## config.mk

```make
export PLATFORM = sky130hd
export DESIGN_NAME = hpr_scale
export DESIGN_NICKNAME = d
export VERILOG_FILES = /design/src/design/hpr_pkg.sv /design/src/design/hpr_scale.sv
export SDC_FILE = /design/constraint.sdc
export NUM_CORES = 2
export LEC_CHECK = 0
export BUFFER_PORTS_ARGS = -buffer_cell sky130_fd_sc_hd__buf_2
export CAP_MARGIN = 20
export CORE_MARGIN = 8
export CORE_UTILIZATION = 48
export CTS_BUF_LIST = sky130_fd_sc_hd__clkbuf_16
export DETAILED_ROUTE_END_ITERATION = 16
export GPL_TIMING_DRIVEN = 0
export PLACE_DENSITY = 0.7
export SYNTH_ARGS = -nofsm -noshare
export SYNTH_HDL_FRONTEND = slang
export SYNTH_SLANG_ARGS = --single-unit
```

## constraint.sdc

```tcl
create_clock -name clk -period 12.23 [get_ports clk]
set_input_delay 1.223 -clock clk [delete_from_list [all_inputs] [get_ports clk]]
set_output_delay 1.223 -clock clk [all_outputs]
set_load 0.005 [all_outputs]
```

## src/design/hpr_pkg.sv

```systemverilog
// Shared types, constants and register codes for the hit to pixel ROI mapper.
package hpr_pkg;

  // Default ROI table size and the largest table the 4-bit index can address.
  localparam int NUM_ROI_DEF = 16;
  localparam int TABLE_MAX   = 16;

  // ROI box geometry and the pixel channel bank split.
  localparam int ROI_H    = 8;
  localparam int ROI_W    = 15;
  localparam int PIX_BANK = 120;

  // Rounding constants for the Q.16 to pixel conversion.
  localparam logic [33:0] HALF_POS = 34'd32768;
  localparam logic [33:0] HALF_NEG = 34'd32769;

  // Saturation bounds of the time sample.
  localparam logic [23:0] T_MAX = 24'h7F_FFFF;
  localparam logic [23:0] T_MIN = 24'h80_0000;

  // Configuration register indexes.
  localparam int CFG_IDX_W = 3;
  typedef enum logic [CFG_IDX_W-1:0] {
    REG_ORIGIN_Z,
    REG_ORIGIN_Y,
    REG_INV_PITCH,
    REG_WIDTH_LIMIT,
    REG_HEIGHT_LIMIT,
    REG_TIME_SCALE
  } cfg_reg_t;

  // Configuration reset values.
  localparam logic [15:0] ORIGIN_Z_RST     = 16'd0;
  localparam logic [15:0] ORIGIN_Y_RST     = 16'd0;
  localparam logic [15:0] INV_PITCH_RST    = 16'd160;
  localparam logic [15:0] WIDTH_LIMIT_RST  = 16'd7776;
  localparam logic [15:0] HEIGHT_LIMIT_RST = 16'd4000;
  localparam logic [15:0] TIME_SCALE_RST   = 16'd256;

  typedef struct packed {
    logic [15:0] origin_z;
    logic [15:0] origin_y;
    logic [15:0] inv_pitch;
    logic [15:0] width_limit;
    logic [15:0] height_limit;
    logic [15:0] time_scale;
  } cfg_t;

  // Payload of a table load item as it travels down the pipeline.
  typedef struct packed {
    logic [3:0] idx;
    logic [7:0] top;
    logic [7:0] left;
  } roi_ld_t;

  // Stage 1: offsets from the board origin and the raw time product.
  typedef struct packed {
    logic               valid;
    logic               load;
    roi_ld_t            ld;
    logic signed [16:0] dy;
    logic signed [16:0] dz;
    logic signed [32:0] tprod;
  } s1_t;

  // Stage 2: Q.16 pixel products and the saturated time sample.
  typedef struct packed {
    logic               valid;
    logic               load;
    roi_ld_t            ld;
    logic signed [33:0] py_p;
    logic signed [33:0] pz_p;
    logic [23:0]        t;
  } s2_t;

  // Stage 3: rounded pixel coordinates in sign and magnitude form.
  typedef struct packed {
    logic        valid;
    logic        load;
    roi_ld_t     ld;
    logic        ny;
    logic [16:0] qy;
    logic        nz;
    logic [16:0] qz;
    logic [23:0] t;
  } s3_t;

  // Result register.
  typedef struct packed {
    logic        valid;
    logic        visible;
    logic [23:0] t;
    logic [3:0]  ch;
    logic        found;
    logic [7:0]  pix;
  } res_t;

endpackage

```

## src/design/hpr_scale.sv

```systemverilog
// Origin subtraction, pitch and time multiplies, and time saturation (stages 1 and 2).
module hpr_scale import hpr_pkg::*; (
  input  logic               clk,
  input  logic               rst,
  input  logic               en,
  input  logic               in_valid,
  input  logic               req_type,
  input  logic signed [15:0] hit_x,
  input  logic signed [15:0] hit_y,
  input  logic signed [15:0] hit_z,
  input  logic [3:0]         roi_index,
  input  logic signed [7:0]  roi_top_y,
  input  logic [7:0]         roi_left_z,
  input  cfg_t               cfg,
  output s2_t                s2
);

  s1_t s1;
  s1_t s1_next;
  s2_t s2_next;

  // Stage 1: offsets relative to the board origin and the drift time product.
  always_comb begin
    s1_next.valid   = in_valid;
    s1_next.load    = req_type;
    s1_next.ld.idx  = roi_index;
    s1_next.ld.top  = roi_top_y;
    s1_next.ld.left = roi_left_z;
    s1_next.dy      = $signed({hit_y[15], hit_y}) -
                      $signed({cfg.origin_y[15], cfg.origin_y});
    s1_next.dz      = $signed({hit_z[15], hit_z}) -
                      $signed({cfg.origin_z[15], cfg.origin_z});
    s1_next.tprod   = hit_x * $signed({1'b0, cfg.time_scale});
  end

  always_ff @(posedge clk) begin
    if (rst) begin
      s1.valid <= 1'b0;
    end else if (en) begin
      s1 <= s1_next;
    end
  end

  // Stage 2: scale by the reciprocal pitch and clamp the time sample.
  always_comb begin
    s2_next.valid = s1.valid;
    s2_next.load  = s1.load;
    s2_next.ld    = s1.ld;
    s2_next.py_p  = $signed(s1.dy) * $signed({1'b0, cfg.inv_pitch});
    s2_next.pz_p  = $signed(s1.dz) * $signed({1'b0, cfg.inv_pitch});
    if (s1.tprod[32:23] == {10{s1.tprod[32]}}) begin
      s2_next.t = s1.tprod[23:0];
    end else if (s1.tprod[32]) begin
      s2_next.t = T_MIN;
    end else begin
      s2_next.t = T_MAX;
    end
  end

  always_ff @(posedge clk) begin
    if (rst) begin
      s2.valid <= 1'b0;
    end else if (en) begin
      s2 <= s2_next;
    end
  end

endmodule

```

==> flow_metrics.tcl <==
set metrics [dict create \
    path_max_fanout 10 \
    grt_max_degree 36 \
    vias 27210 \
    grt_pass1_vias 29210 \
    synth_edf_count 201 \
    finalCritPeriodShare_pct 65.75 \
    path_class "in2reg" \
    cts_buffers 26 \
    root_buffer "clkbuf_16" \
    crit_chain "clkbuf_1 > clkbuf_1 > nand2_1 > fa_1 > fa_1 > fa_1 > inv_1 > fa_1 > fa_1 > inv_1 > fa_1 > inv_1 > ha_1 > a21o_1 > a2111oi_0 > o211ai_1 > a21o_1 > o211ai_1 > o31ai_1 > o211ai_1 > xnor2_1" \
    wl_um 94130 \
    place_ws_ps 3745 \
    dp_hpwl_um 79030 \
    clockBufferDepth 3 \
    fin_nets 5452 \
    cts_hold_buf 0 \
    cap_violations 0 \
    ys_ff_latch 203 \
    drc 0 \
    syn_avg_cell_area_um2 9.653 \
    start_util_pct 48.16 \
    ys.warnings.count 0 \
    cp_common_cell "fa_1" \
    cp.required_ps 12560 \
    final_hold_viol_count 0 \
    hp-class "reg2reg" \
    rsz0062_at_grt "false" \
    timing.final.ws_setup_ps 4189 \
    critPathMaxStageDelay_ps 780 \
    synth_area_leaders "fa_1 (40%), edfxtp_1 (16%), ha_1 (11%)" \
    first_pass_iters 6 \
    fill_cells 7076 \
    chipWidth_um 296.6 \
    grt_pass1_wl_um 151300 \
    cts_tree "done" \
    tightest_slew_ps 976.4 \
    cpLargestDelayFamily "adder cells" \
    fp.dieH_um 296.6 \
    gp_congestion 0.9284 \
    endpoint_kind "register" \
    synthFlopType "edfxtp_1" \
    synth_top_area_cell "fa_1" \
    design.die.area_um2 87990 \
    coreArea_um2 78480 \
    timing.fmax_ghz 0.1244 \
    wl_per_cell_um 17.85 \
    period_minus_slack_ps 8041 \
    antenna_found_initial 5 \
    regArea_um2 6076 \
    synth-seq-area-share_pct 16.07 \
    antenna_left 0 \
    ios 283 \
    clk_pin_slew_ps 60 \
    yosysTopAreaCellShare_pct 39.93 \
    async_reset_ff_share_pct 0 \
    syn-cell-area_um2 37800 \
    multi_input_comb_area_um2 27430 \
    ys_types 68 \
    drt-vias-per-instance 5.160 \
    worst_setup_path_start_kind "input port" \
    area_growth_pct 9.563 \
    drtIter0Drc 1677 \
    setup_viol_count_final 0 \
    final_max_slew_viol_count 0 \
    crit_arrival_ps 8370 \
    status "completed" \
    clk_latency_ps 590 \
    skew_ps 18.69 \
    utilization_pct 52.77 \
    synthesis.nets 5167 \
    synthCells 3916 \
    crit_buf_inv 5 \
    rows 103 \
    grt_overflow 0 \
    cp_slowest_cell "a2111oi_0" \
    post-cts-setup-buffers 0 \
    grt_use_total_pct 21.91 \
    htree_levels 1 \
    cts_sinks 203 \
    port_buffers 247 \
    cts_resized 0 \
    final_layout_size_suffix_gt1_share_pct 7.583 \
    slew_headroom_pct 34.05 \
]
[sequential cells by signal, summed over array words and instances, names as in the netlist]
signal / flops
s2: 114
s1: 89
[layout by cell type (no fill, tap or decap), types with 30 or more instances in the layout]
master and count:
nor3_1 30, inv_1 1021, o21ai_0 71, nand2_1 518, edfxtp_1 201, a21oi_1 76
buf_2 247, clkbuf_1 128, nor2_1 65, xnor2_1 89, and2_1 344, a21o_1 36
fa_1 754, ha_1 328
[cells in the mapped netlist, drive strengths merged (4+ instances only)]
cell / n
o41ai: 4
xor2: 21
o31ai: 7
a211oi: 9
mux2i: 4
nor4: 4
a31oi: 5
fa: 754
nor3: 30
xnor2: 89
o21bai: 8
o211ai: 12
a21oi: 77
a221oi: 5
o21a: 20
a21boi: 6
inv: 1019
a2111oi: 6
nand2b: 23
and3: 10
o21ai: 75
a21o: 36
nand3: 22
ha: 328
nand2: 518
nand4: 5
edfxtp: 201
or2: 4
clkbuf: 128
nor2b: 19
and2: 344
nor2: 65
or3: 12
[through the flow]
stage | instance area, µm² | instances | setup TNS [ps] | hold slack [ps]
2_1_floorplan | 37800 | 3916 | 0 | 400.3
3_3_place_gp | 40350 | 5213 | -624130 | 400.4
3_5_place_dp | 40540 | 5222 | 0 | 404.5
4_1_cts | 41400 | 5269 | 0 | 417.5
5_1_grt | 41410 | 5270 | 0 | 423.7
6_report | 41410 | 5273 | 0 | 417.8
[cell type report]
| class | count | area share [%] |
|---|---|---|
| multi-input cells | 2566 | 66.24 |
| inverters | 1019 | 9.236 |
| flip-flops and latches | 203 | 14.67 |
| well taps | 1050 | 3.172 |
| clock inverters | 21 | 0.5015 |
| repair buffers | 257 | 3.432 |
| clock buffers | 26 | 1.571 |
| diodes | 3 | 0.01813 |
| plain buffers | 128 | 1.160 |
[layer usage]
metal | vias to the layer above | global-route usage [%] | part of all wire (%)
met3 | 233 | 4.357 | 8.1
met5 | - | 0.3324 | 0.073
met1 | 13670 | 26.87 | 38
met4 | 6 | 7.953 | 4.2
li1 | 12330 | - | -
met2 | 966 | 38.19 | 49
[worst paths after layout]
path,startpoint,cells past startpoint,end,slack [ps]
setup / recovery,cfg[52],21,s2[90],4190
hold / removal,s1[86],0,s2[111],420
setup reg to reg,s1[63],20,s2[90],4700
hold reg to reg,s1[86],0,s2[111],420
[worst register-to-register path, stage by stage, from the launching register on]
cell	delay, ps
edfxtp_1	590
clkbuf_1	530
nand2_1	170
fa_1	560
fa_1	460
fa_1	540
inv_1	50
fa_1	520
fa_1	500
inv_1	50
fa_1	470
inv_1	40
ha_1	320
a21o_1	220
a2111oi_0	780
o211ai_1	300
a21o_1	290
o211ai_1	360
o31ai_1	180
o211ai_1	260
xnor2_1	90
[kinds of logic after synthesis]
| family | Yosys count | share of synthesized area [%] |
|---|---|---|
| AO/OA/AOI/OAI | 300 | 5.339 |
| XOR/XNOR | 110 | 2.549 |
| adder cells (fa/ha/maj) | 1082 | 50.79 |
| buffers and inverters | 1147 | 11.39 |
| flip-flops | 203 | 16.07 |
| multiplexers | 4 | 0.1059 |
| AND/OR/NAND/NOR | 1070 | 13.75 |
Power is left out: the tool's default activity adds up to more than one toggle a clock period on the data nets, which glitch-free logic cannot reach.
