--- config.mk ---
export PLATFORM = sky130hd
export DESIGN_NAME = hpr_round
export DESIGN_NICKNAME = d
export VERILOG_FILES = /design/src/design/hpr_pkg.sv /design/src/design/hpr_round.sv
export SDC_FILE = /design/constraint.sdc
export NUM_CORES = 1
export LEC_CHECK = 0
export BUFFER_PORTS_ARGS = -buffer_cell sky130_fd_sc_hd__buf_2
export CAP_MARGIN = 20
export CELL_PAD_IN_SITES_DETAIL_PLACEMENT = 0
export CELL_PAD_IN_SITES_GLOBAL_PLACEMENT = 1
export CORE_AREA = 2 2 125 127
export CTS_BUF_LIST = sky130_fd_sc_hd__clkbuf_8
export CTS_CLUSTER_SIZE = 14
export DETAILED_ROUTE_END_ITERATION = 6
export DIE_AREA = 0 0 127 129
export PLACE_DENSITY = 0.74
export REMOVE_ABC_BUFFERS = 1
export SLEW_MARGIN = 20
export SYNTH_ARGS = -nofsm -noshare
export SYNTH_HDL_FRONTEND = slang
export SYNTH_SLANG_ARGS = --single-unit
--- constraint.sdc ---
create_clock -name clk -period 7.65 [get_ports clk]
set_clock_uncertainty 0.15 [all_clocks]
set_input_delay 0.765 -clock clk [delete_from_list [all_inputs] [get_ports clk]]
set_output_delay 0.765 -clock clk [all_outputs]
set_load 0.1 [all_outputs]
--- src/design/hpr_pkg.sv ---
// Shared types, constants and register codes for the hit to pixel ROI mapper.
package hpr_pkg;

  // Default ROI table size and the largest table the 4-bit index can address.
  localparam int NUM_ROI_DEF = 16;
  localparam int TABLE_MAX   = 16;

  // ROI box geometry and the pixel channel bank split.
  localparam int ROI_H    = 8;
  localparam int ROI_W    = 15;
  localparam int PIX_BANK = 120;

  // Rounding constants for the Q.16 to pixel conversion.
  localparam logic [33:0] HALF_POS = 34'd32768;
  localparam logic [33:0] HALF_NEG = 34'd32769;

  // Saturation bounds of the time sample.
  localparam logic [23:0] T_MAX = 24'h7F_FFFF;
  localparam logic [23:0] T_MIN = 24'h80_0000;

  // Configuration register indexes.
  localparam int CFG_IDX_W = 3;
  typedef enum logic [CFG_IDX_W-1:0] {
    REG_ORIGIN_Z,
    REG_ORIGIN_Y,
    REG_INV_PITCH,
    REG_WIDTH_LIMIT,
    REG_HEIGHT_LIMIT,
    REG_TIME_SCALE
  } cfg_reg_t;

  // Configuration reset values.
  localparam logic [15:0] ORIGIN_Z_RST     = 16'd0;
  localparam logic [15:0] ORIGIN_Y_RST     = 16'd0;
  localparam logic [15:0] INV_PITCH_RST    = 16'd160;
  localparam logic [15:0] WIDTH_LIMIT_RST  = 16'd7776;
  localparam logic [15:0] HEIGHT_LIMIT_RST = 16'd4000;
  localparam logic [15:0] TIME_SCALE_RST   = 16'd256;

  typedef struct packed {
    logic [15:0] origin_z;
    logic [15:0] origin_y;
    logic [15:0] inv_pitch;
    logic [15:0] width_limit;
    logic [15:0] height_limit;
    logic [15:0] time_scale;
  } cfg_t;

  // Payload of a table load item as it travels down the pipeline.
  typedef struct packed {
    logic [3:0] idx;
    logic [7:0] top;
    logic [7:0] left;
  } roi_ld_t;

  // Stage 1: offsets from the board origin and the raw time product.
  typedef struct packed {
    logic               valid;
    logic               load;
    roi_ld_t            ld;
    logic signed [16:0] dy;
    logic signed [16:0] dz;
    logic signed [32:0] tprod;
  } s1_t;

  // Stage 2: Q.16 pixel products and the saturated time sample.
  typedef struct packed {
    logic               valid;
    logic               load;
    roi_ld_t            ld;
    logic signed [33:0] py_p;
    logic signed [33:0] pz_p;
    logic [23:0]        t;
  } s2_t;

  // Stage 3: rounded pixel coordinates in sign and magnitude form.
  typedef struct packed {
    logic        valid;
    logic        load;
    roi_ld_t     ld;
    logic        ny;
    logic [16:0] qy;
    logic        nz;
    logic [16:0] qz;
    logic [23:0] t;
  } s3_t;

  // Result register.
  typedef struct packed {
    logic        valid;
    logic        visible;
    logic [23:0] t;
    logic [3:0]  ch;
    logic        found;
    logic [7:0]  pix;
  } res_t;

endpackage

--- src/design/hpr_round.sv ---
// Rounding of the Q.16 products to whole pixels, half away from zero (stage 3).
module hpr_round import hpr_pkg::*; (
  input  logic clk,
  input  logic rst,
  input  logic en,
  input  s2_t  s2,
  output s3_t  s3
);

  s3_t s3_next;

  // The magnitude plus one half is formed in one add: for a negative value,
  // ~p equals |p| - 1, so the rounding constant grows by one.
  function automatic logic [17:0] round_mag(input logic [33:0] p);
    logic        neg;
    logic [33:0] sum;
    neg = p[33];
    sum = (neg ? ~p : p) + (neg ? HALF_NEG : HALF_POS);
    return {neg, sum[32:16]};
  endfunction

  always_comb begin
    s3_next.valid        = s2.valid;
    s3_next.load         = s2.load;
    s3_next.ld           = s2.ld;
    {s3_next.ny, s3_next.qy} = round_mag(s2.py_p);
    {s3_next.nz, s3_next.qz} = round_mag(s2.pz_p);
    s3_next.t            = s2.t;
  end

  always_ff @(posedge clk) begin
    if (rst) begin
      s3.valid <= 1'b0;
    end else if (en) begin
      s3 <= s3_next;
    end
  end

endmodule

==> summary.md <==
| Metric | Value |
|---|---|
| Final Cycle Share | `43.5%` |
| Xor and xnor area share after synthesis | `7.07%` |
| Reg2reg end | `s3[81]` |
| CTS tree | `built` |
| RR Startpoint | `s3[81]` |
| Core area | `0.0150 mm²` |
| WP data arrival | `3270 ps` |
| Largest family of logic cells by synthesized area | `simple AND/OR/NAND/NOR gates` |
| H-tree depth | `3` |
| Initial DRC Count | `259` |
| Endpoint type of the worst setup path | `flip-flop` |
| Post-synthesis cell count | `381` |
| # Max-Cap Violations | `0` |
| Worst-path fanout max | `48` |
| Max VDD drop | `0.0775 mV` |
| RSZ-0062 raised after global routing | `no` |
| Vias | `3,855` |
| DP HPWL | `9.35 mm` |
| Global Route Usage Sum | `14.1%` |
| Cell-internal power | `0.000731 W` |
| Die Wd | `127 µm` |
| Outcome | `finished clean` |
| NetSw | `0.000491 W` |
| Adder-Cell Fraction of Synth Area | `0%` |
| Biggest regs | `s3 x82` |
| Compound-cell area share of the yosys netlist | `15.0%` |
| Mux cell area share after synthesis | `1.80%` |
| Avg WL per Cell | `15.7 µm` |
| Routed WL | `12.1 mm` |
| Postcts setup bufs | `0` |
| Die H | `129 µm` |
| I/O Pins | `199` |
| GPL Wtd Cong | `0.869` |
| Sum Neg Setup Slack | `0 ps` |
| Drt pass-1 iters | `4` |
| Final hold violation count | `0` |
| Initial antenna violation count | `0` |
| Crit Path Category | `in -> reg` |
| Initial Util | `29.8%` |
| Die footprint | `0.0164 mm²` |
| Crit-path cells | `buf_2, or4b_1, or3_1, or4_4, a21oi_4, nand3_1, xnor2_1` |
| WHS Path Cells | `2` |
| Syn-to-layout area delta | `30.3%` |
| Hold Crit Start | `s3[81]` |
| IO Port Bufs | `198` |
| Avg Inst Size Synth | `11.7 µm²` |
| Leak | `2.26 nW` |
| Fmax | `301 MHz` |
| Cts bufs inserted | `9` |
| Synth Warn # | `0` |
| Top_reg_cell synth | `edfxtp_1` |
| Ys async rst share | `0%` |
| CTS Buffer Depth | `2` |
| Startpoint Class | `input pin` |
| CTS Sinks | `82` |
| Slowest CP cell | `buf_2` |
| Sequential share of the synthesized area | `55.0%` |
| Drc violations | `0` |
| Largest net degree at the start of global routing | `82` |
| Simple-gate share of the synthesized area | `18.8%` |
| R2R cell count | `2` |
| Worst-path clk slew | `100 ps` |
| Minimum clock period after layout | `3330 ps` |
| Antenna-violating nets left | `0` |
| Top reg by flops | `s3` |
| Post-synthesis register bit count | `82` |
| Hold Path End | `s3[81]` |
| Post-synth EDFFs | `81` |
| Buffers and inverters on the worst path | `1` |
| Part of the power in registers | `44.2%` |
| Slowest stage delay, CP | `610 ps` |
| Clock share of power | `23.9%` |
| DR vias/cell | `5.03` |
| Hold_ws | `359 ps` |
| Vias in the first global route | `3,530` |
| Slew Viols, Final | `0` |
| Grt total ovfl | `0` |
| Post-Syn Area | `0.00446 mm²` |
| Crit-path leading delay family | `simple AND/OR/NAND/NOR gates` |
| Number of flip-flops in the largest register | `82` |
| Slew Limit Headroom | `31.8%` |
| Worst-Margin Slew | `1020 ps` |
| First-pass GRT wire length | `18.5 mm` |
| Worst Hold Class | `reg -> reg` |
| Distinct cell type count after synthesis | `69` |
| Total power | `0.00122 W` |
| Sw frac | `40.2%` |
| Clk root buf | `clkbuf_8` |
| Data required, critical path | `7600 ps` |
| Antenna diodes | `0` |
| CTS Hold Bufs | `0` |
| Pwr Density | `210 mW/mm²` |
| Layout cells sized above 1 | `39.7%` |
| Internal reg-to-reg setup slack | `6920 ps` |
| Cts repair resizes | `0` |
| CP startpoint | `s2[91]` |
| Clock Latency Late Sink | `350 ps` |
| Setup Viol. Count Final | `0` |
| Combinational power share | `31.9%` |
| Nets | `691` |
| Row cnt | `45` |
==> cells by family after synthesis <==
family / count (synthesis)
AOI/OAI and AO/OA: 85
xor gates and xnor gates: 36
muxes: 8
buffers and inverters: 26
DFF: 82
and+or+nand+nor: 144
==> cell type report <==
type                       instances  area, µm²
fill                            1492       9170
clock buffer                       9        124
tap                              188        235
multi-input combinational        273       1910
inverter                           9       33.8
clock inverter                     7       58.8
sequential                        82       2450
timing repair buffer             199        998
==> worst max path at each step <==
stage,endpoint,slack [ps],depth (start not counted)
2_1_floorplan,s3[0],2590,1
3_5_place_dp,s3[56],3980,7
3_3_place_gp,s3[56],4010,7
4_1_cts,s3[56],4360,7
5_1_grt,s3[56],4230,7
6_report,s3[56],4320,7
==> routing by layer <==
metal	vias up	track usage, %	wire length, µm
met4	0	3.43	89
met5	-	0	0
met2	156	22.8	5560
met1	1823	19.4	5580
met3	7	3.12	856
li1	1869	-	-
==> synth_stat cells (4+ instances only) <==
| cell type | n | area (µm²) |
|---|---|---|
| edfxtp_1 | 81 | 2430 |
| o211ai_1 | 4 | 30.0 |
| nand3b_1 | 9 | 67.6 |
| nand2_1 | 30 | 113 |
| o32a_1 | 4 | 40.0 |
| nand2b_1 | 9 | 56.3 |
| nor3_1 | 9 | 45.0 |
| nor2_1 | 21 | 78.8 |
| or4b_1 | 5 | 50.1 |
| nor2b_1 | 6 | 37.5 |
| xnor2_1 | 25 | 219 |
| o22ai_1 | 9 | 56.3 |
| buf_1 | 5 | 18.8 |
| a21oi_1 | 4 | 20.0 |
| o21ai_0 | 8 | 40.0 |
| inv_1 | 9 | 33.8 |
| o32ai_1 | 7 | 61.3 |
| and3_1 | 5 | 31.3 |
| mux2i_1 | 8 | 80.1 |
| a31oi_1 | 7 | 43.8 |
| xor2_1 | 11 | 96.3 |
| or3b_1 | 4 | 35.0 |
| clkbuf_1 | 8 | 30.0 |
| or2_2 | 6 | 37.5 |
| nand3_1 | 8 | 40.0 |
==> through the flow <==
stage	instance area, µm²	std cells	setup WS (ps)	utilization, %
global placement	5630	751	4010	37.6
global route	5810	767	4230	38.8
detailed placement	5630	751	3980	37.6
finish	5810	767	4320	38.8
floorplan	4390	364	2590	-
CTS	5810	767	4360	38.8
==> placed cells by master, fill, tap and decap left out, drive strengths merged, types with 4 or more instances in the layout <==
cell type    n
nand3        8
nand2b       9
or4b         5
a21oi        5
xnor2       25
xor2        11
nand2       30
nand3b       9
or3b         6
o31ai        4
a31oi        7
o22ai       10
edfxtp      81
nor3         9
nor2        21
o211ai       4
o21ai       11
and3         5
mux2i        8
o32ai        8
buf        199
or2          9
o32a         4
nor2b        6
inv         12
clkbuf       9
==> worst register-to-register path: stages, from the launching register on <==
cell and delay (ps):
dfxtp_1 320, mux2i_1 120, nor2_1 50
==> power by group through the flow <==
stage	Sequential (W)	Clock, W	Combinational, W
finish	0.000540	0.000292	0.000390
global route	0.000544	0.000329	0.000408
CTS	0.000541	0.000308	0.000391
detailed placement	0.000551	0	0.000391
global placement	0.000550	0	0.000389
floorplan	0.000783	0	0.0000626
Power figures use the tool's default switching activity.
