[config.mk]
export PLATFORM = sky130hd
export DESIGN_NAME = hpr_roi
export DESIGN_NICKNAME = d
export VERILOG_FILES = /design/src/design/hpr_pkg.sv /design/src/design/hpr_roi.sv
export SDC_FILE = /design/constraint.sdc
export NUM_CORES = 1
export LEC_CHECK = 0
export ABC_CLOCK_PERIOD_IN_PS = 6000
export BUFFER_PORTS_ARGS = -buffer_cell sky130_fd_sc_hd__buf_2
export CAP_MARGIN = 30
export CORE_UTILIZATION = 60
export CTS_CLUSTER_DIAMETER = 150
export DETAILED_ROUTE_END_ITERATION = 8
export GPL_ROUTABILITY_DRIVEN = 0
export PLACE_DENSITY = 0.79
export SYNTH_ARGS = -nofsm -noshare
export SYNTH_HDL_FRONTEND = slang
export SYNTH_SLANG_ARGS = --single-unit
[constraint.sdc]
create_clock -name clk -period 6 [get_ports clk]
set_input_delay 0.6 -clock clk [delete_from_list [all_inputs] [get_ports clk]]
set_output_delay 0.6 -clock clk [all_outputs]
set_load 0.05 [all_outputs]
[src/design/hpr_pkg.sv]
// Shared types, constants and register codes for the hit to pixel ROI mapper.
package hpr_pkg;

  // Default ROI table size and the largest table the 4-bit index can address.
  localparam int NUM_ROI_DEF = 16;
  localparam int TABLE_MAX   = 16;

  // ROI box geometry and the pixel channel bank split.
  localparam int ROI_H    = 8;
  localparam int ROI_W    = 15;
  localparam int PIX_BANK = 120;

  // Rounding constants for the Q.16 to pixel conversion.
  localparam logic [33:0] HALF_POS = 34'd32768;
  localparam logic [33:0] HALF_NEG = 34'd32769;

  // Saturation bounds of the time sample.
  localparam logic [23:0] T_MAX = 24'h7F_FFFF;
  localparam logic [23:0] T_MIN = 24'h80_0000;

  // Configuration register indexes.
  localparam int CFG_IDX_W = 3;
  typedef enum logic [CFG_IDX_W-1:0] {
    REG_ORIGIN_Z,
    REG_ORIGIN_Y,
    REG_INV_PITCH,
    REG_WIDTH_LIMIT,
    REG_HEIGHT_LIMIT,
    REG_TIME_SCALE
  } cfg_reg_t;

  // Configuration reset values.
  localparam logic [15:0] ORIGIN_Z_RST     = 16'd0;
  localparam logic [15:0] ORIGIN_Y_RST     = 16'd0;
  localparam logic [15:0] INV_PITCH_RST    = 16'd160;
  localparam logic [15:0] WIDTH_LIMIT_RST  = 16'd7776;
  localparam logic [15:0] HEIGHT_LIMIT_RST = 16'd4000;
  localparam logic [15:0] TIME_SCALE_RST   = 16'd256;

  typedef struct packed {
    logic [15:0] origin_z;
    logic [15:0] origin_y;
    logic [15:0] inv_pitch;
    logic [15:0] width_limit;
    logic [15:0] height_limit;
    logic [15:0] time_scale;
  } cfg_t;

  // Payload of a table load item as it travels down the pipeline.
  typedef struct packed {
    logic [3:0] idx;
    logic [7:0] top;
    logic [7:0] left;
  } roi_ld_t;

  // Stage 1: offsets from the board origin and the raw time product.
  typedef struct packed {
    logic               valid;
    logic               load;
    roi_ld_t            ld;
    logic signed [16:0] dy;
    logic signed [16:0] dz;
    logic signed [32:0] tprod;
  } s1_t;

  // Stage 2: Q.16 pixel products and the saturated time sample.
  typedef struct packed {
    logic               valid;
    logic               load;
    roi_ld_t            ld;
    logic signed [33:0] py_p;
    logic signed [33:0] pz_p;
    logic [23:0]        t;
  } s2_t;

  // Stage 3: rounded pixel coordinates in sign and magnitude form.
  typedef struct packed {
    logic        valid;
    logic        load;
    roi_ld_t     ld;
    logic        ny;
    logic [16:0] qy;
    logic        nz;
    logic [16:0] qz;
    logic [23:0] t;
  } s3_t;

  // Result register.
  typedef struct packed {
    logic        valid;
    logic        visible;
    logic [23:0] t;
    logic [3:0]  ch;
    logic        found;
    logic [7:0]  pix;
  } res_t;

endpackage

[src/design/hpr_roi.sv]
// ROI table, visibility check, box match and pixel channel (stages 4 and 5).
module hpr_roi import hpr_pkg::*; #(
  parameter int NUM_ROI = NUM_ROI_DEF
) (
  input  logic clk,
  input  logic rst,
  input  logic en,
  input  s3_t  s3,
  input  cfg_t cfg,
  output res_t res
);

  localparam int TABLE_DEPTH = (NUM_ROI < TABLE_MAX) ? NUM_ROI : TABLE_MAX;

  logic [15:0] roi_table [TABLE_DEPTH];

  logic                   s4_valid;
  logic                   s4_vis;
  logic [TABLE_DEPTH-1:0] s4_match;
  logic [2:0]             s4_m8;
  logic [5:0]             s4_a15;
  logic                   s4_bank;
  logic [23:0]            s4_t;

  logic                   vis_next;
  logic [TABLE_DEPTH-1:0] match_next;
  logic [5:0]             a15_next;
  res_t                   res_next;
  logic [4:0]             fold;
  logic [3:0]             m15;

  // A load item writes its entry as it passes this stage, so map items
  // before it and after it see the table in transfer order.
  always_ff @(posedge clk) begin
    if (en && s3.valid && s3.load) begin
      for (int i = 0; i < TABLE_DEPTH; i++) begin
        if (s3.ld.idx == 4'(i)) begin
          roi_table[i] <= {s3.ld.top, s3.ld.left};
        end
      end
    end
  end

  // Stage 4: board limits, per-entry box tests and the mod 15 nibble sum.
  // A visible hit has py = -qy and pz = qz.
  always_comb begin
    logic signed [18:0] sy;
    logic signed [18:0] sz;
    vis_next = (s3.ny || (s3.qy == 17'd0)) &&
               (!s3.nz || (s3.qz == 17'd0)) &&
               ({s3.qy, 6'b0} <= {7'b0, cfg.height_limit}) &&
               ({s3.qz, 6'b0} <= {7'b0, cfg.width_limit});
    for (int i = 0; i < TABLE_DEPTH; i++) begin
      sy = $signed({2'b00, s3.qy}) +
           $signed({{11{roi_table[i][15]}}, roi_table[i][15:8]});
      sz = $signed({2'b00, s3.qz}) - $signed({11'b0, roi_table[i][7:0]});
      match_next[i] = (sy >= 19'sd0) && (sy < 19'(ROI_H)) &&
                      (sz >= 19'sd0) && (sz < 19'(ROI_W));
    end
    // A visible z stays below 1024, so three nibbles cover it.
    a15_next = 6'(s3.qz[3:0]) + 6'(s3.qz[7:4]) + 6'(s3.qz[9:8]);
  end

  always_ff @(posedge clk) begin
    if (rst) begin
      s4_valid <= 1'b0;
    end else if (en) begin
      s4_valid <= s3.valid && !s3.load;
      s4_vis   <= vis_next;
      s4_match <= match_next;
      s4_m8    <= s3.qy[2:0];
      s4_a15   <= a15_next;
      s4_bank  <= (s3.qz >= 17'(PIX_BANK));
      s4_t     <= s3.t;
    end
  end

  // Stage 5: first matching entry, final mod 15 fold and channel number.
  always_comb begin
    fold = 5'(s4_a15[3:0]) + 5'(s4_a15[5:4]);
    m15  = (fold >= 5'(ROI_W)) ? 4'(fold - 5'(ROI_W)) : fold[3:0];

    res_next.valid   = s4_valid;
    res_next.visible = s4_vis;
    res_next.t       = s4_t;
    res_next.found   = s4_vis && (|s4_match);
    res_next.ch      = 4'd0;
    for (int i = TABLE_DEPTH - 1; i >= 0; i--) begin
      if (s4_match[i]) begin
        res_next.ch = 4'(i);
      end
    end
    if (!s4_vis) begin
      res_next.ch = 4'd0;
    end
    res_next.pix = {1'b0, s4_m8, 4'b0} - 8'(s4_m8) + 8'(m15) +
                   (s4_bank ? 8'(PIX_BANK) : 8'd0);
    if (!s4_vis) begin
      res_next.pix = 8'd0;
    end
  end

  always_ff @(posedge clk) begin
    if (rst) begin
      res.valid <= 1'b0;
    end else if (en) begin
      res <= res_next;
    end
  end

endmodule

==> results of run 1 <==
critical path, cell delays in order (launching register included):
cell      delay [ps]
edfxtp_1         370
ha_1             230
fa_1             510
ha_1             240
a21oi_1          160
nand2b_1          80
a31oi_1          320
mux2_2           390
ha_1             280
ha_1             170
inv_1             60
fa_1             380
nor2b_1          160
o21ai_0          130
nand2b_1         160
a21o_1           130
a21oi_1           80
xnor2_1          120
and2_1           150
power breakdown:
| group | switching [mW] | internal (mW) |
|---|---|---|
| clock network | 1.10 | 1.53 |
| logic | 1.13 | 0.657 |
| registers | 0.0192 | 2.73 |
synth_stat cells, drive strengths merged (9+ instances only):
cell type,n
o21bai,28
nand4,34
nor3,139
a21oi,272
xnor2,93
o41ai,11
and3,19
o21ai,258
a31o,10
o2111ai,28
o22ai,24
a311oi,9
nand2,182
nand3,73
a2111oi,32
or4,23
a21o,90
xor2,53
nand3b,12
nor2b,77
o31ai,19
o221ai,9
a211o,18
edfxtp,345
or2,11
fa,37
o211ai,34
nor3b,23
or3,27
and2,19
a31oi,43
mux2i,30
nor4,61
o311ai,9
a22oi,9
inv,284
nand2b,72
clkbuf,33
a211oi,63
o31a,11
nor2,283
o21a,69
a21boi,11
ha,457
cell type report:
class,count,share of cell area
diodes,6,0.000415
clock buffers,45,0.0299
clock inverters,31,0.00860
inverters,286,0.0296
multi-input cells,2901,0.585
flip-flops and latches,347,0.287
well taps,696,0.0240
repair buffers,220,0.0349
through the flow:
stage | worst slack, ps | area [µm²] | util | std cells
6_report | 1650 | 36200 | 0.672 | 4532
5_1_grt | 1430 | 36200 | 0.671 | 4526
4_1_cts | 1630 | 36200 | 0.671 | 4526
3_5_place_dp | 1270 | 34800 | 0.646 | 4450
3_3_place_gp | 1270 | 34800 | 0.646 | 4450
2_1_floorplan | 888 | 32800 | - | 3574
sequential cells by signal, summed over array words and instances, names as in the netlist:
name / flops
s4_vis: 1
s4_match: 16
res: 39
s4_m8: 3
roi_table: 256
s4_t: 24
s4_bank: 1
s4_valid: 1
s4_a15: 6
routing by layer:
metal | global-route usage | routed length, µm | vias to the layer above | part of all wire
met5 | 0 | 87 | - | 0.00081
met4 | 0.267 | 8860 | 8 | 0.083
met3 | 0.0769 | 12400 | 441 | 0.12
met2 | 0.567 | 44300 | 1683 | 0.41
met1 | 0.493 | 41300 | 14000 | 0.39
li1 | - | - | 14200 | -
logic make-up (layout without fill, tap and decap cells):
| kind of cell | after synthesis | in the layout | share of synthesized area |
|---|---|---|---|
| other | 0 | 6 | 0 |
| multiplexers | 36 | 36 | 0.0112 |
| XOR/XNOR | 146 | 146 | 0.0390 |
| buffers and inverters | 326 | 582 | 0.0373 |
| flip-flops | 347 | 347 | 0.317 |
| adder cells (fa/ha/maj) | 494 | 494 | 0.197 |
| AO/OA/AOI/OAI | 1143 | 1143 | 0.230 |
| AND/OR/NAND/NOR | 1082 | 1082 | 0.168 |
how the worst max path moves through the flow:
stage	startpoint	slack (ps)	cells after the start	endpoint
after detailed placement	s3[42]	1270	13	s4_match[10]$_DFFE_PP_
after CTS	s4_a15[0]$_DFFE_PP_	1630	18	res[7]$_SDFFCE_PN0P_
after floorplan	rst	890	1	res[0]$_SDFFCE_PN0P_
final	s4_a15[0]$_DFFE_PP_	1650	18	res[7]$_SDFFCE_PN0P_
after global placement	s3[42]	1270	13	s4_match[10]$_DFFE_PP_
after global routing	s4_a15[0]$_DFFE_PP_	1430	18	res[7]$_SDFFCE_PN0P_
==> results.cfg, run 1 <==
[timing]
fin_setup_tns_ps = 0
drv_slew = 0
tightest_slew_ps = 919
finalHoldViolCount = 0
timing.hold.ws_ps = 191
max_freq_mhz = 230
fin_crit_ps = 4350
maxSlewHeadroom = 0.371
rsz0062_at_grt = false
setup_viol = 0
fin_crit_sh = 0.726
finClkSkew_ps = 19.0

[critical_path]
cp-start-kind = register
crit_fanout = 4
worstPathArrival_ps = 4690
rrSetupSlack_ps = 1650
cp-end-kind = register
rr_endpoint = res[7]$_SDFFCE_PN0P_
path_class = register to register
r2r_cells = 18
r2r-start = s4_a15[0]$_DFFE_PP_
required_ps = 6340

[synthesis]
avgSynthCellArea_um2 = 9.18
synth.top_cell.area_share = 0.316
syn-instance-count = 3574
synth_top_area_cell = edfxtp_1
synthesis.nets = 4249
async_flop_share = 0
yosysWarnings = 0
synth-edff-count = 345
ys_seq_elements = 347
synth_ff_type = edfxtp_1
netlist_area_mm2 = 0.0328
synth_cell_types = 86
yosysSeqAreaShare = 0.317
synth.area.top_cells = edfxtp_1, ha_1, a21oi_1

[hold_path]
hp-start = s3[15]
hold_end = s4_t[15]$_DFFE_PP_
hold_path_class = input pin to register
hold_path_depth = 1

[route]
dr.pass1.iters = 6
via_per_inst = 6.69
routedWlPerCell_um = 23.6
drc = 0
drt_iter0_drc = 3348
postRouteWirelength_mm = 107
vias = 30300
ant_nets = 0

[cells_and_area]
nets = 4472
layout_commonest_cell = ha_1
syn_to_final_growth_pct = 10.4
seq_area_mm2 = 0.0104
fillers = 4363
drive_above_1_share = 0.0890
multi_input_area_mm2 = 0.0212
final_cell_mix = ha_1, edfxtp_1, inv_1

[cts]
cts_tree = yes
path_clk_slew_ps = 60
h-tree-depth = 2
ctsRootBufferMaster = clkbuf_16
cts-resized-gates = 0
cts.sinks = 347
holdBufCountCts = 0
postCtsSetupRepairBufs = 0
cts_buffer_depth = 3
cts_buffers = 41
clk-insertion-delay-late_ps = 590

[place]
hpwl_mm = 73.6
portBuffers = 155

[global_route]
grt_pass1_vias = 27800
grt_overflow = 0
grt_max_degree = 68
grt_usage = 0.379
grt_pass1_wl_mm = 160
antenna_found_initial = 11

[outcome]
status = finished clean

[power_and_ir_drop]
ir_worst_vdd_mv = 0.212
p_leak_nw = 15.0
pwr_density_cell_mw_per_mm2 = 198
total_power_mw = 7.17

[floorplan]
dieArea_mm2 = 0.0556
coreArea_mm2 = 0.0539
top_level_ports = 220
placementRows = 85
die_h_um = 236
die_w_um = 236
start_util = 0.608

[flow_run]
maxCapViolCount = 0
Note: power is estimated with default switching activity, not from simulation.
==> inputs of run 2 (changes only) <==
Settings changed: ABC_AREA set to 1, ABC_CLOCK_PERIOD_IN_PS 6000 to 4019.
Clock period 6 ns to 4.02 ns, I/O delays scaled along.
==> run 2 against run 1 <==
Hold slack got worse by 95 ps. Non-clock buffer count is 30 higher. Sequential power increased by 49%. Final area rose by 13%. Global-route usage up 0.87 points. Die area increased by 13%. Critical endpoint unchanged. Worst setup slack lost 1500 ps. Sequential share of layout area fell by 3.3 points. Fmax increased by 12%. Highest routed layer is now met4. Core utilization rose by 0.36 points. Largest power group is now clock.
==> results.cfg, run 2 <==
[timing]
maxSlewHeadroom = 0.334
tightest_slew_ps = 998
drv_slew = 0
fin_crit_ps = 3870
finClkSkew_ps = 18.1
max_freq_mhz = 258
timing.hold.ws_ps = 95.7
finalHoldViolCount = 0
setup_viol = 0
fin_crit_sh = 0.963

[cells_and_area]
syn_to_final_growth_pct = 10.5
largestRegisters = roi_table x256, res x39, s4_t x24
largest_register_ffs = 256
drive_above_1_share = 0.0624
max_flop_register = roi_table
fin_area_mm2 = 0.0410
fin_util = 0.675
diodes = 0
fin_cells = 6404
layout_commonest_cell = nand2_1
nets = 6263
final_cell_mix = nand2_1, inv_1, nor2_1

[synthesis]
synth-edff-count = 345
yosysMostFrequentCell = nand2_1
ys_top_cells_by_count = nand2_1, inv_1, nor2_1
ys_seq_elements = 347
synth_cell_types = 60
async_flop_share = 0
synth.area.top_cells = edfxtp_1, ha_1, nand2_1
yosysWarnings = 0
synth_ff_type = edfxtp_1
yosysSeqAreaShare = 0.280
avgSynthCellArea_um2 = 6.97
synthesis.nets = 5995
synth.top_cell.area_share = 0.279
syn-instance-count = 5320
synth_top_area_cell = edfxtp_1
netlist_area_mm2 = 0.0371

[place]
portBuffers = 155
place_inst = 6299
hpwl_mm = 89.1
dpl_cell_area_mm2 = 0.0392

[route]
top_layer = met4
drt_iter0_drc = 3488
dr.pass1.iters = 6
via_per_inst = 5.91
drc = 0
routedWlPerCell_um = 19.2
met1_length_mm = 47.0
ant_nets = 0
vias = 37800
postRouteWirelength_mm = 123
dr_wl_met3_mm = 15.4
dr_wl_met2_mm = 51.8

[floorplan]
start_util = 0.611
coreArea_mm2 = 0.0607
top_level_ports = 220
placementRows = 90
dieArea_mm2 = 0.0628
die_w_um = 251
die_h_um = 251

[cts]
cts_tree = yes
ctsRootBufferMaster = clkbuf_16
cts_buffers = 43
cts.sinks = 347
cts_buffer_depth = 3
h-tree-depth = 2
clk-insertion-delay-late_ps = 600
path_clk_slew_ps = 70

[power_and_ir_drop]
p_leak_nw = 20.5
pwr_density_cell_mw_per_mm2 = 278
ir_worst_vdd_mv = 0.383

[global_route]
antenna_found_initial = 1
grt_overflow = 0
grt_pass1_wl_mm = 187
grt_pass1_vias = 34700
grt_usage = 0.388
grt_max_degree = 77

[critical_path]
cp-end-kind = register
crit_fanout = 3
r2r_cells = 18
worstPathArrival_ps = 4210
required_ps = 4360
cp-start-kind = register
path_class = register to register

[hold_path]
hold_path_depth = 3
hold_path_class = input pin to register

[outcome]
status = finished clean

[flow_run]
maxCapViolCount = 0
==> run 2: changes by cell type in the layout (fill, tap and decap cells not counted), sizes merged, moves of 89 or more <==
cell   change
nand3    +376
nor3      -89
inv      +444
a21oi    +117
nor2     +377
nand2   +1306
==> run 2: metrics by stage <==
stage / setup WS, ps / TNS (ps) / total power [mW]
final: 148 / 0 / 11.4
after global routing: -49.4 / -49.4 / 11.8
after CTS: 44.1 / 0 / 11.3
after detailed placement: 104 / 0 / 7.06
after global placement: 142 / 0 / 7.00
after floorplan: 376 / 0 / 6.14
==> run 2: cell families (layout without fill, tap and decap cells) <==
family,after synthesis,in the layout,synth area share
fa+ha+maj,494,494,0.174
mux,2,2,0.000607
buf+inv,754,1056,0.0788
flops,347,347,0.280
compound gates,734,734,0.109
simple gates,2867,2867,0.328
xor+xnor,122,122,0.0288
==> run 2: final cells by class <==
cell class / instances / area (µm²)
clock buffers: 47 / 1110
clock inverters: 32 / 402
fillers: 5202 / 19700
inverters: 727 / 2740
multi-input cells: 4219 / 23800
flip-flops and latches: 347 / 10400
well taps: 782 / 978
repair buffers: 250 / 1580
==> run 2: routing by layer <==
| metal | track usage | vias up |
|---|---|---|
| met5 | 0 | - |
| met2 | 0.604 | 1952 |
| met4 | 0.235 | 0 |
| met1 | 0.493 | 17100 |
| met3 | 0.0850 | 448 |
| li1 | - | 18400 |
==> run 2: report_power, final <==
part / total, mW / switching [mW] / internal (mW)
clock network: 4.26 / 1.73 / 2.53
logic: 3.03 / 2.04 / 0.986
registers: 4.10 / 0.0297 / 4.07
==> run 2: worst paths after layout <==
kind	to	from	slack, ps
max	res[7]$_SDFFCE_PN0P_	s4_a15[4]$_DFFE_PP_	150
min	res[38]$_SDFFE_PP0P_	en	100
max reg2reg	res[7]$_SDFFCE_PN0P_	s4_a15[4]$_DFFE_PP_	150
min reg2reg	res[29]$_DFFE_PP_	s4_t[16]$_DFFE_PP_	420
==> run 2: what timing repair did <==
action,CTS,global route
gates resized for setup,0,3
hold endpoints to repair,25,0
hold buffers,25,0
buffers inserted,0,1
setup endpoints to repair,0,1
==> run 2: worst max-delay path: stages (launching register included) <==
cell      delay, ps
edfxtp_1        380
ha_1            220
fa_1            490
ha_1            240
o211ai_1        190
nand2_1         100
mux2_2          280
ha_1            280
ha_1            160
inv_1            60
fa_2            360
o31ai_2         260
nand2_1          90
inv_1            90
nor2_1           60
nor2_1          110
nor2_1           70
o21ai_1         140
a21oi_1          50
